**src/hw/rtl/q931ies_pkg.sv**
```systemverilog
// Shared types and constants for the Q.931 message element scanner.
// Depends on nothing; imported by the parser, the output queue and the top level.
package q931ies_pkg;

    localparam int MAX_MSG_BYTES_DEF = 512;
    localparam int OQ_DEPTH          = 4;
    localparam int OQ_AW             = $clog2(OQ_DEPTH);
    localparam int OQ_CW             = $clog2(OQ_DEPTH + 1);
    localparam int IN_DATA_W         = 8;
    localparam int OUT_DATA_W        = 64;

    typedef enum logic [1:0] {
        KIND_HDR    = 2'd0,
        KIND_SINGLE = 2'd1,
        KIND_VAR    = 2'd2,
        KIND_END    = 2'd3
    } t_kind;

    typedef enum logic [2:0] {
        STAT_OK       = 3'd0,
        STAT_SHORT    = 3'd1,
        STAT_REF_LONG = 3'd2,
        STAT_NO_LEN   = 3'd3,
        STAT_TRUNC    = 3'd4
    } t_status;

    typedef struct packed {
        t_kind       kind;
        logic [7:0]  id;
        logic [8:0]  off;
        logic [7:0]  len;
        logic [15:0] cref;
        logic [1:0]  cref_len;
        logic [7:0]  msg_type;
        logic [7:0]  count;
        t_status     status;
        logic        last;
    } t_rec;

endpackage

```
**src/hw/rtl/q931_message_ie_scanner.sv**
```systemverilog
// Top level of the Q.931 message information element scanner.
// Depends on q931ies_pkg, q931ies_parser and q931ies_outq.
//
// Input channel (s_): one message octet per beat in tdata, tlast on the final
// octet. Output channel (m_): one record per beat, kind in tuser, tlast on the
// end-of-message record. The first octets give a header record (call reference,
// its length, message type); each codeset-0 element gives an element record with
// identifier, offset from the type octet and contents length; the last octet
// adds an end record with the element count and a status.
// Throughput: one octet per cycle while s_tready is high. A record is registered
// in the record queue on the beat that completes it and leaves on m_ from there.
// An octet that yields two records (a header or element record plus the end
// record) fills two places in a four-entry record queue, drained one per cycle
// while m_tready is high; s_tready drops while more than two records wait.
// Stalling the receiver therefore back-pressures the input once three records
// wait; octets that complete no record keep flowing until then. Reset clears the
// scan state and empties the queue; the block is ready once reset is released.
module q931_message_ie_scanner import q931ies_pkg::*; #(
    parameter int MAX_MSG_BYTES = MAX_MSG_BYTES_DEF
) (
    input  logic                  i_clk,
    input  logic                  i_rst_n,
    input  logic                  i_s_tvalid,
    output logic                  o_s_tready,
    input  logic [IN_DATA_W-1:0]  i_s_tdata,   // [7:0] data_byte
    input  logic                  i_s_tlast,
    output logic                  o_m_tvalid,
    input  logic                  i_m_tready,
    // [7:0] element_id, [16:8] element_offset, [24:17] element_length,
    // [40:25] call_reference, [42:41] call_reference_length,
    // [50:43] message_type, [58:51] element_count, [61:59] status, [63:62] zero
    output logic [OUT_DATA_W-1:0] o_m_tdata,
    output logic [1:0]            o_m_tuser,   // [1:0] record_kind
    output logic                  o_m_tlast
);

    logic       beat;
    logic [1:0] rec_num;
    t_rec       rec_a;
    t_rec       rec_b;
    t_rec       head;
    logic       room;

    assign beat       = i_s_tvalid && o_s_tready;
    assign o_s_tready = room;

    q931ies_parser #(
        .MAX_MSG_BYTES(MAX_MSG_BYTES)
    ) u_parser (
        .i_clk     (i_clk),
        .i_rst_n   (i_rst_n),
        .i_beat    (beat),
        .i_data    (i_s_tdata),
        .i_last    (i_s_tlast),
        .o_rec_num (rec_num),
        .o_rec_a   (rec_a),
        .o_rec_b   (rec_b)
    );

    q931ies_outq u_outq (
        .i_clk      (i_clk),
        .i_rst_n    (i_rst_n),
        .i_push_num (rec_num),
        .i_rec_a    (rec_a),
        .i_rec_b    (rec_b),
        .i_pop      (o_m_tvalid && i_m_tready),
        .o_head     (head),
        .o_valid    (o_m_tvalid),
        .o_room     (room)
    );

    assign o_m_tdata = {2'b00, head.status, head.count, head.msg_type, head.cref_len,
                        head.cref, head.len, head.off, head.id};
    assign o_m_tuser = head.kind;
    assign o_m_tlast = head.last;

endmodule

```
**src/hw/rtl/q931ies_parser.sv**
```systemverilog
// Per-octet Q.931 header and information element decoder.
// Holds the scan state and emits up to two records per accepted beat.
// Depends on q931ies_pkg.
module q931ies_parser import q931ies_pkg::*; #(
    parameter int MAX_MSG_BYTES = MAX_MSG_BYTES_DEF
) (
    input  logic       i_clk,
    input  logic       i_rst_n,
    input  logic       i_beat,
    input  logic [7:0] i_data,
    input  logic       i_last,
    output logic [1:0] o_rec_num,
    output t_rec       o_rec_a,
    output t_rec       o_rec_b
);

    localparam int OW = $clog2(MAX_MSG_BYTES + 1);

    typedef enum logic [7:0] {
        PH_DISC    = 8'b0000_0001,
        PH_CRLEN   = 8'b0000_0010,
        PH_CRBYTES = 8'b0000_0100,
        PH_TYPE    = 8'b0000_1000,
        PH_IE_ID   = 8'b0001_0000,
        PH_IE_LEN  = 8'b0010_0000,
        PH_IE_BODY = 8'b0100_0000,
        PH_DRAIN   = 8'b1000_0000
    } t_phase;

    t_phase      r_phase,    n_phase;
    logic [OW-1:0] r_offset, n_offset;
    logic [15:0] r_ref_val,  n_ref_val;
    logic [1:0]  r_ref_len,  n_ref_len;
    logic [1:0]  r_ref_left, n_ref_left;
    logic [7:0]  r_type,     n_type;
    logic [2:0]  r_locked,   n_locked;
    logic [2:0]  r_active,   n_active;
    logic [7:0]  r_left,     n_left;
    logic [7:0]  r_cur_id,   n_cur_id;
    logic [7:0]  r_count,    n_count;
    logic        r_ref_long, n_ref_long;
    logic [7:0]  r_elem_len, n_elem_len;
    logic [8:0]  r_elem_off, n_elem_off;

    logic [8:0]  rel;
    logic [7:0]  cnt_inc;
    t_rec        rec_p;
    t_rec        rec_e;
    logic        have_p;
    logic        finish;
    t_status     end_stat;

    assign rel     = 9'(r_offset) - (9'd2 + 9'(r_ref_len));
    assign cnt_inc = (r_count == 8'hFF) ? r_count : r_count + 8'd1;

    always_comb begin
        n_phase    = r_phase;
        n_offset   = r_offset;
        n_ref_val  = r_ref_val;
        n_ref_len  = r_ref_len;
        n_ref_left = r_ref_left;
        n_type     = r_type;
        n_locked   = r_locked;
        n_active   = r_active;
        n_left     = r_left;
        n_cur_id   = r_cur_id;
        n_count    = r_count;
        n_ref_long = r_ref_long;
        n_elem_len = r_elem_len;
        n_elem_off = r_elem_off;
        have_p     = 1'b0;
        finish     = 1'b0;
        rec_p      = '0;
        rec_e      = '0;
        end_stat   = STAT_OK;
        o_rec_a    = '0;
        o_rec_b    = '0;
        o_rec_num  = 2'd0;

        if (i_beat && (r_offset < OW'(MAX_MSG_BYTES))) begin
            n_offset = r_offset + OW'(1);
            case (r_phase)
                PH_DISC: begin
                    n_phase = PH_CRLEN;
                end
                PH_CRLEN: begin
                    if (!i_last) begin
                        if (i_data[3:0] > 4'd2) begin
                            n_ref_long = 1'b1;
                            n_phase    = PH_DRAIN;
                        end else begin
                            n_ref_len  = i_data[1:0];
                            n_ref_left = i_data[1:0];
                            n_phase    = (i_data[1:0] == 2'd0) ? PH_TYPE : PH_CRBYTES;
                        end
                    end
                end
                PH_CRBYTES: begin
                    if (r_ref_len == 2'd2) begin
                        n_ref_val = {r_ref_val[7:0], i_data};
                    end else if (i_data[7]) begin
                        n_ref_val = {1'b1, 8'h00, i_data[6:0]};
                    end else begin
                        n_ref_val = {8'h00, i_data};
                    end
                    n_ref_left = r_ref_left - 2'd1;
                    if (r_ref_left == 2'd1) begin
                        n_phase = PH_TYPE;
                    end
                end
                PH_TYPE: begin
                    n_type     = i_data;
                    have_p     = 1'b1;
                    rec_p.kind = KIND_HDR;
                    n_phase    = PH_IE_ID;
                end
                PH_IE_ID: begin
                    if (i_data[7:4] == 4'h9) begin
                        n_active = i_data[2:0];
                        if (!i_data[3]) begin
                            n_locked = i_data[2:0];
                        end
                    end else if (i_data[7]) begin
                        if (r_active == 3'd0) begin
                            n_count    = cnt_inc;
                            have_p     = 1'b1;
                            rec_p.kind = KIND_SINGLE;
                            rec_p.id   = i_data;
                            rec_p.off  = rel;
                        end
                        n_active = r_locked;
                    end else begin
                        n_cur_id   = i_data;
                        n_elem_off = rel;
                        n_phase    = PH_IE_LEN;
                    end
                end
                PH_IE_LEN: begin
                    n_elem_len = i_data;
                    if (i_data == 8'd0) begin
                        finish = 1'b1;
                    end else begin
                        n_left  = i_data;
                        n_phase = PH_IE_BODY;
                    end
                end
                PH_IE_BODY: begin
                    n_left = r_left - 8'd1;
                    if (r_left == 8'd1) begin
                        finish = 1'b1;
                    end
                end
                default: begin
                end
            endcase
            if (finish) begin
                if (r_active == 3'd0) begin
                    n_count    = cnt_inc;
                    have_p     = 1'b1;
                    rec_p.kind = KIND_VAR;
                    rec_p.id   = r_cur_id;
                    rec_p.off  = n_elem_off;
                    rec_p.len  = n_elem_len;
                end
                n_active = r_locked;
                n_phase  = PH_IE_ID;
            end
        end

        rec_p.cref     = n_ref_val;
        rec_p.cref_len = n_ref_len;
        rec_p.msg_type = n_type;
        rec_p.count    = n_count;

        case (n_phase)
            PH_DISC, PH_CRLEN, PH_CRBYTES, PH_TYPE: end_stat = STAT_SHORT;
            PH_DRAIN:   end_stat = n_ref_long ? STAT_REF_LONG : STAT_OK;
            PH_IE_LEN:  end_stat = (n_active == 3'd0) ? STAT_NO_LEN : STAT_OK;
            PH_IE_BODY: end_stat = (n_active == 3'd0) ? STAT_TRUNC : STAT_OK;
            default:    end_stat = STAT_OK;
        endcase

        rec_e.kind     = KIND_END;
        rec_e.cref     = n_ref_val;
        rec_e.cref_len = n_ref_len;
        rec_e.msg_type = n_type;
        rec_e.count    = n_count;
        rec_e.status   = end_stat;
        rec_e.last     = 1'b1;

        if (i_beat) begin
            if (have_p) begin
                o_rec_a   = rec_p;
                o_rec_b   = rec_e;
                o_rec_num = i_last ? 2'd2 : 2'd1;
            end else if (i_last) begin
                o_rec_a   = rec_e;
                o_rec_num = 2'd1;
            end
        end

        if (i_beat && i_last) begin
            n_phase    = PH_DISC;
            n_offset   = '0;
            n_ref_val  = '0;
            n_ref_len  = '0;
            n_ref_left = '0;
            n_type     = '0;
            n_locked   = '0;
            n_active   = '0;
            n_left     = '0;
            n_cur_id   = '0;
            n_count    = '0;
            n_ref_long = 1'b0;
            n_elem_len = '0;
            n_elem_off = '0;
        end
    end

    always_ff @(posedge i_clk) begin
        if (!i_rst_n) begin
            r_phase    <= PH_DISC;
            r_offset   <= '0;
            r_ref_val  <= '0;
            r_ref_len  <= '0;
            r_ref_left <= '0;
            r_type     <= '0;
            r_locked   <= '0;
            r_active   <= '0;
            r_left     <= '0;
            r_cur_id   <= '0;
            r_count    <= '0;
            r_ref_long <= 1'b0;
            r_elem_len <= '0;
            r_elem_off <= '0;
        end else begin
            r_phase    <= n_phase;
            r_offset   <= n_offset;
            r_ref_val  <= n_ref_val;
            r_ref_len  <= n_ref_len;
            r_ref_left <= n_ref_left;
            r_type     <= n_type;
            r_locked   <= n_locked;
            r_active   <= n_active;
            r_left     <= n_left;
            r_cur_id   <= n_cur_id;
            r_count    <= n_count;
            r_ref_long <= n_ref_long;
            r_elem_len <= n_elem_len;
            r_elem_off <= n_elem_off;
        end
    end

    a_end_clears: assert property (@(posedge i_clk) disable iff (!i_rst_n)
        (i_beat && i_last) |=> (r_phase == PH_DISC && r_offset == '0 && r_count == '0))
        else $error("scan state not cleared after last beat");

    a_two_recs: assert property (@(posedge i_clk) disable iff (!i_rst_n)
        (o_rec_num == 2'd2) |-> (o_rec_b.last && !o_rec_a.last && i_last))
        else $error("second record is not the end record");

    a_offset_cap: assert property (@(posedge i_clk) disable iff (!i_rst_n)
        r_offset <= OW'(MAX_MSG_BYTES))
        else $error("octet index beyond message limit");

endmodule

```
**src/hw/rtl/q931ies_outq.sv**
```systemverilog
// Small record queue that accepts up to two records a cycle and releases one.
// Depends on q931ies_pkg.
module q931ies_outq import q931ies_pkg::*; (
    input  logic       i_clk,
    input  logic       i_rst_n,
    input  logic [1:0] i_push_num,
    input  t_rec       i_rec_a,
    input  t_rec       i_rec_b,
    input  logic       i_pop,
    output t_rec       o_head,
    output logic       o_valid,
    output logic       o_room
);

    t_rec             r_mem [OQ_DEPTH];
    logic [OQ_AW-1:0] r_wr, n_wr;
    logic [OQ_AW-1:0] r_rd, n_rd;
    logic [OQ_CW-1:0] r_count, n_count;

    assign o_head  = r_mem[r_rd];
    assign o_valid = (r_count != '0);
    assign o_room  = (r_count <= OQ_CW'(OQ_DEPTH - 2));

    always_comb begin
        n_wr    = r_wr + OQ_AW'(i_push_num);
        n_rd    = r_rd + OQ_AW'(i_pop);
        n_count = r_count + OQ_CW'(i_push_num) - OQ_CW'(i_pop);
    end

    always_ff @(posedge i_clk) begin
        if (i_push_num != 2'd0) begin
            r_mem[r_wr] <= i_rec_a;
        end
        if (i_push_num == 2'd2) begin
            r_mem[r_wr + OQ_AW'(1)] <= i_rec_b;
        end
    end

    always_ff @(posedge i_clk) begin
        if (!i_rst_n) begin
            r_wr    <= '0;
            r_rd    <= '0;
            r_count <= '0;
        end else begin
            r_wr    <= n_wr;
            r_rd    <= n_rd;
            r_count <= n_count;
        end
    end

    a_no_overflow: assert property (@(posedge i_clk) disable iff (!i_rst_n)
        (i_push_num != 2'd0) |-> (r_count <= OQ_CW'(OQ_DEPTH - 2)))
        else $error("record queue overflow");

    a_no_underflow: assert property (@(posedge i_clk) disable iff (!i_rst_n)
        i_pop |-> (r_count != '0))
        else $error("record queue underflow");

    a_count_bound: assert property (@(posedge i_clk) disable iff (!i_rst_n)
        r_count <= OQ_CW'(OQ_DEPTH))
        else $error("record queue count out of range");

endmodule
```
**config.mk**
```make
export PLATFORM = sky130hd
export DESIGN_NAME = q931_message_ie_scanner
export DESIGN_NICKNAME = d
export VERILOG_FILES = /design/src/hw/rtl/q931ies_pkg.sv /design/src/hw/rtl/q931_message_ie_scanner.sv /design/src/hw/rtl/q931ies_parser.sv /design/src/hw/rtl/q931ies_outq.sv
export SDC_FILE = /design/constraint.sdc
export NUM_CORES = 1
export LEC_CHECK = 0
export ABC_CLOCK_PERIOD_IN_PS = 11100
export BUFFER_PORTS_ARGS = -buffer_cell sky130_fd_sc_hd__buf_2
export CAP_MARGIN = 10
export CORE_UTILIZATION = 60
export CTS_CLUSTER_DIAMETER = 50
export CTS_CLUSTER_SIZE = 20
export DETAILED_ROUTE_END_ITERATION = 8
export HOLD_SLACK_MARGIN = 0.12
export MAX_ROUTING_LAYER = met4
export PLACE_DENSITY = 0.78
export SYNTH_ARGS = -nofsm -noshare
export SYNTH_HDL_FRONTEND = slang
export SYNTH_SLANG_ARGS = --single-unit
```
**constraint.sdc**
```tcl
create_clock -name i_clk -period 11.1 [get_ports i_clk]
set_clock_uncertainty 0.15 [all_clocks]
set_input_delay 1.11 -clock i_clk [delete_from_list [all_inputs] [get_ports i_clk]]
set_output_delay 1.11 -clock i_clk [all_outputs]
set_load 0.1 [all_outputs]
```
==> impl_metrics.ini <==
[pwr]
ir_worst_vdd_mv = 0.216
static-leakage-power_nw = 6.06
p_sw_mw = 1.24
total_power_mw = 3.43
p_int_mw = 2.19
power_frac_comb_pct = 24.8
swShare_pct = 36.1
clkPwrFrac_pct = 32.6
power_density_nw_per_um2 = 196
seqPwrFrac_pct = 42.6

[timing]
tightest_slew_ns = 1.01
maxSlewViolCount = 0
fmax_mhz = 196
fin_crit_sh_pct = 46.0
final.min_clock_period_ns = 5.11
setup-tns-final_ns = 0
setup_slack_ns = 5.99
setup_viol = 0
grt_setup_unrepaired = false
relSlewSlack_pct = 32.8
hold_viol_final = 0

[placement]
place_area_sq_um = 16400
post-place-cells = 1758
dpl_worst_slack_ns = 5.51
dp_hpwl_mm = 24.7
port_buffers = 79
routabilityCongestion = 0.921

[cts]
cts_tree = yes
clk_pin_slew_ns = 0.08
insertion_delay_ns = 0.59
cts_resized = 0
hold_buffers = 0
clk_path_buf_depth = 3
cts.htree.levels = 1
post_cts_buffers = 0
clock-sinks = 360
root_buffer = clkbuf_16
cts_made_buffers = 30

[routing]
drt-total-wl_mm = 38.5
vias = 11500
drt-met1-wl_mm = 15.7
drtIter0Drc = 1423
drc = 0
drtAntennaViolNets = 0
highest_layer = met4
wl_met2_mm = 19.2
routedWlPerCell_microns = 21.2
firstDrtPassIters = 7
wl_met3_mm = 2.54
viasPerCell = 6.33

[job]
drv_cap = 0

[final_layout]
layout-drive-gt1-share_pct = 16.9
fill_cells = 1864
final_area_sq_um = 17400
register_area_sq_um = 8820
multi_input_area_sq_um = 6520
syn_to_final_growth_pct = 10.5
nNetsFinal = 1490
final_cells = 1815

[setup_path]
path_class = reg -> reg
critPathLaunchType = register
crit_required_ns = 11.24
cpMostUsedCell = buf_4
setup.worst_path.end_class = register
cp.buffers_inverters = 5
critPathMaxFanout = 41
cp_top_family = simple AND/OR/NAND/NOR gates
critical-path-max-stage-delay_ns = 0.75
r2r_slack_ns = 5.99
path_cells = a21oi_1 -> and3b_1 -> buf_4 -> nand4_1 -> nand2_1 -> ha_1 -> o21ai_0 -> nor2_1 -> buf_4 -> nor2_2 -> clkinv_1 -> buf_4 -> a21oi_2 -> buf_4 -> nor2_1
crit_slowest_cell = nand4_1
crit_arrival_ns = 5.25

[global_route]
grt_max_degree = 55
grt.total_usage_pct = 30.0
antenna_found_initial = 1
grt_pass1_wl_mm = 60.6
overflow = 0
grt_pass1_vias = 11000

[status]
status = complete, no violations

[die]
dieArea_sq_um = 26900
die_y_microns = 164
start_util_pct = 61.9
fp-row-count = 58
num_io_pins = 82
die_w_microns = 164
coreArea_sq_um = 25500

[synthesis]
ys_seq_elements = 360
synth_ff_type = dfxtp_1
synthArstFlopShare_pct = 0
seq_area_frac_synth_pct = 55.8
syn_inst = 1427
ys_warn_count = 0
synthesis.area_sq_um = 15800
avgSynthCellArea_sq_um = 11.1
synthDistinctLibCells = 77
synth_enable_flop_cells = 160

[worst_hold_path]
hold_path_class = reg -> reg
[tightest hold or removal path: cells and delay by family, from the launching register on]
family	cells	cell delay [ns]
AOI/OAI and AO/OA	1	0.05
and+or+nand+nor	1	0.04
DFF	1	0.33
[registers in the layout (all words and copies together), names as in the netlist, 3 cells and up]
register / count
u_parser.r_elem_off: 9
u_parser.r_phase: 8
u_outq.r_count: 3
u_parser.r_active: 3
u_parser.r_locked: 3
u_parser.r_left: 8
u_parser.r_count: 8
u_parser.r_offset: 10
u_parser.r_type: 8
u_outq.r_mem: 260
u_parser.r_ref_val: 16
u_parser.r_cur_id: 7
u_parser.r_elem_len: 8
[layout by cell type, fill, tap and decap left out, drive strengths merged, types with 10 or more instances in the layout]
| cell type | n |
|---|---|
| nand2 | 122 |
| inv | 27 |
| dfxtp | 200 |
| o21ai | 75 |
| nor2 | 277 |
| ha | 15 |
| mux2i | 24 |
| clkinv | 11 |
| mux4 | 65 |
| a22oi | 16 |
| xor2 | 15 |
| and2 | 12 |
| nand3 | 19 |
| clkbuf | 34 |
| or3 | 10 |
| nor4 | 13 |
| buf | 100 |
| edfxtp | 160 |
| nor3 | 20 |
| and3 | 19 |
| a21oi | 62 |
| a22o | 76 |
| xnor2 | 11 |
[per-layer routing]
layer,up-vias,global-route usage [%]
li1,5271,-
met1,5629,39.1
met2,501,49.4
met3,86,3.01
met4,0,9.51
met5,-,-
[kinds of logic after synthesis]
family                   count (synthesis)  synth area share, %
buffers and inverters                  120                 3.08
XOR/XNOR                                26                 1.44
other                                    1               0.0238
adder cells (fa/ha/maj)                 17                 1.44
AND/OR/NAND/NOR                        531                 15.1
multiplexers                            89                 10.8
flip-flops                             360                 55.8
AO/OA/AOI/OAI                          283                 12.3
[synth_stat cells (20+ instances only)]
master | count | area (sq um)
mux4_2 | 65 | 1460
mux2i_1 | 24 | 240
nor2_1 | 277 | 1040
a21oi_1 | 62 | 310
dfxtp_1 | 200 | 4000
o21ai_0 | 73 | 365
nand2_1 | 121 | 454
a22o_1 | 76 | 666
edfxtp_1 | 160 | 4800
inv_1 | 20 | 75.1
clkbuf_1 | 71 | 267
[area by class of cell]
type | instances | area share [%]
flip-flops and latches | 360 | 50.6
multi-input cells | 948 | 37.4
clock buffers | 34 | 4.63
repair buffers | 100 | 3.17
well taps | 330 | 2.37
clock inverters | 22 | 1.48
inverters | 20 | 0.430
diodes | 1 | 0.0143
[power by group through the flow]
stage	registers, mW	logic (mW)	clock network, mW
CTS	1.46	0.851	1.13
floorplan	1.45	0.747	0
detailed placement	1.49	0.849	0
finish	1.46	0.850	1.12
global route	1.47	0.887	1.18
global placement	1.49	0.843	0
[stage by stage]
stage                     util, %  hold slack [ns]
after floorplan                 -            0.270
after global placement       64.3            0.280
after CTS                    68.5            0.308
after global routing         68.5            0.328
final                        68.5            0.303
after detailed placement     64.3            0.292
[worst paths after layout]
check / startpoint / end / cells past startpoint
max: u_outq.r_count[1] / u_outq.r_mem[2][14] / 15
min: u_outq.r_mem[3][51] / u_outq.r_mem[3][51] / 2
max reg2reg: u_outq.r_count[1] / u_outq.r_mem[2][14] / 15
min reg2reg: u_outq.r_mem[3][51] / u_outq.r_mem[3][51] / 2
Power figures use the tool's default switching activity.
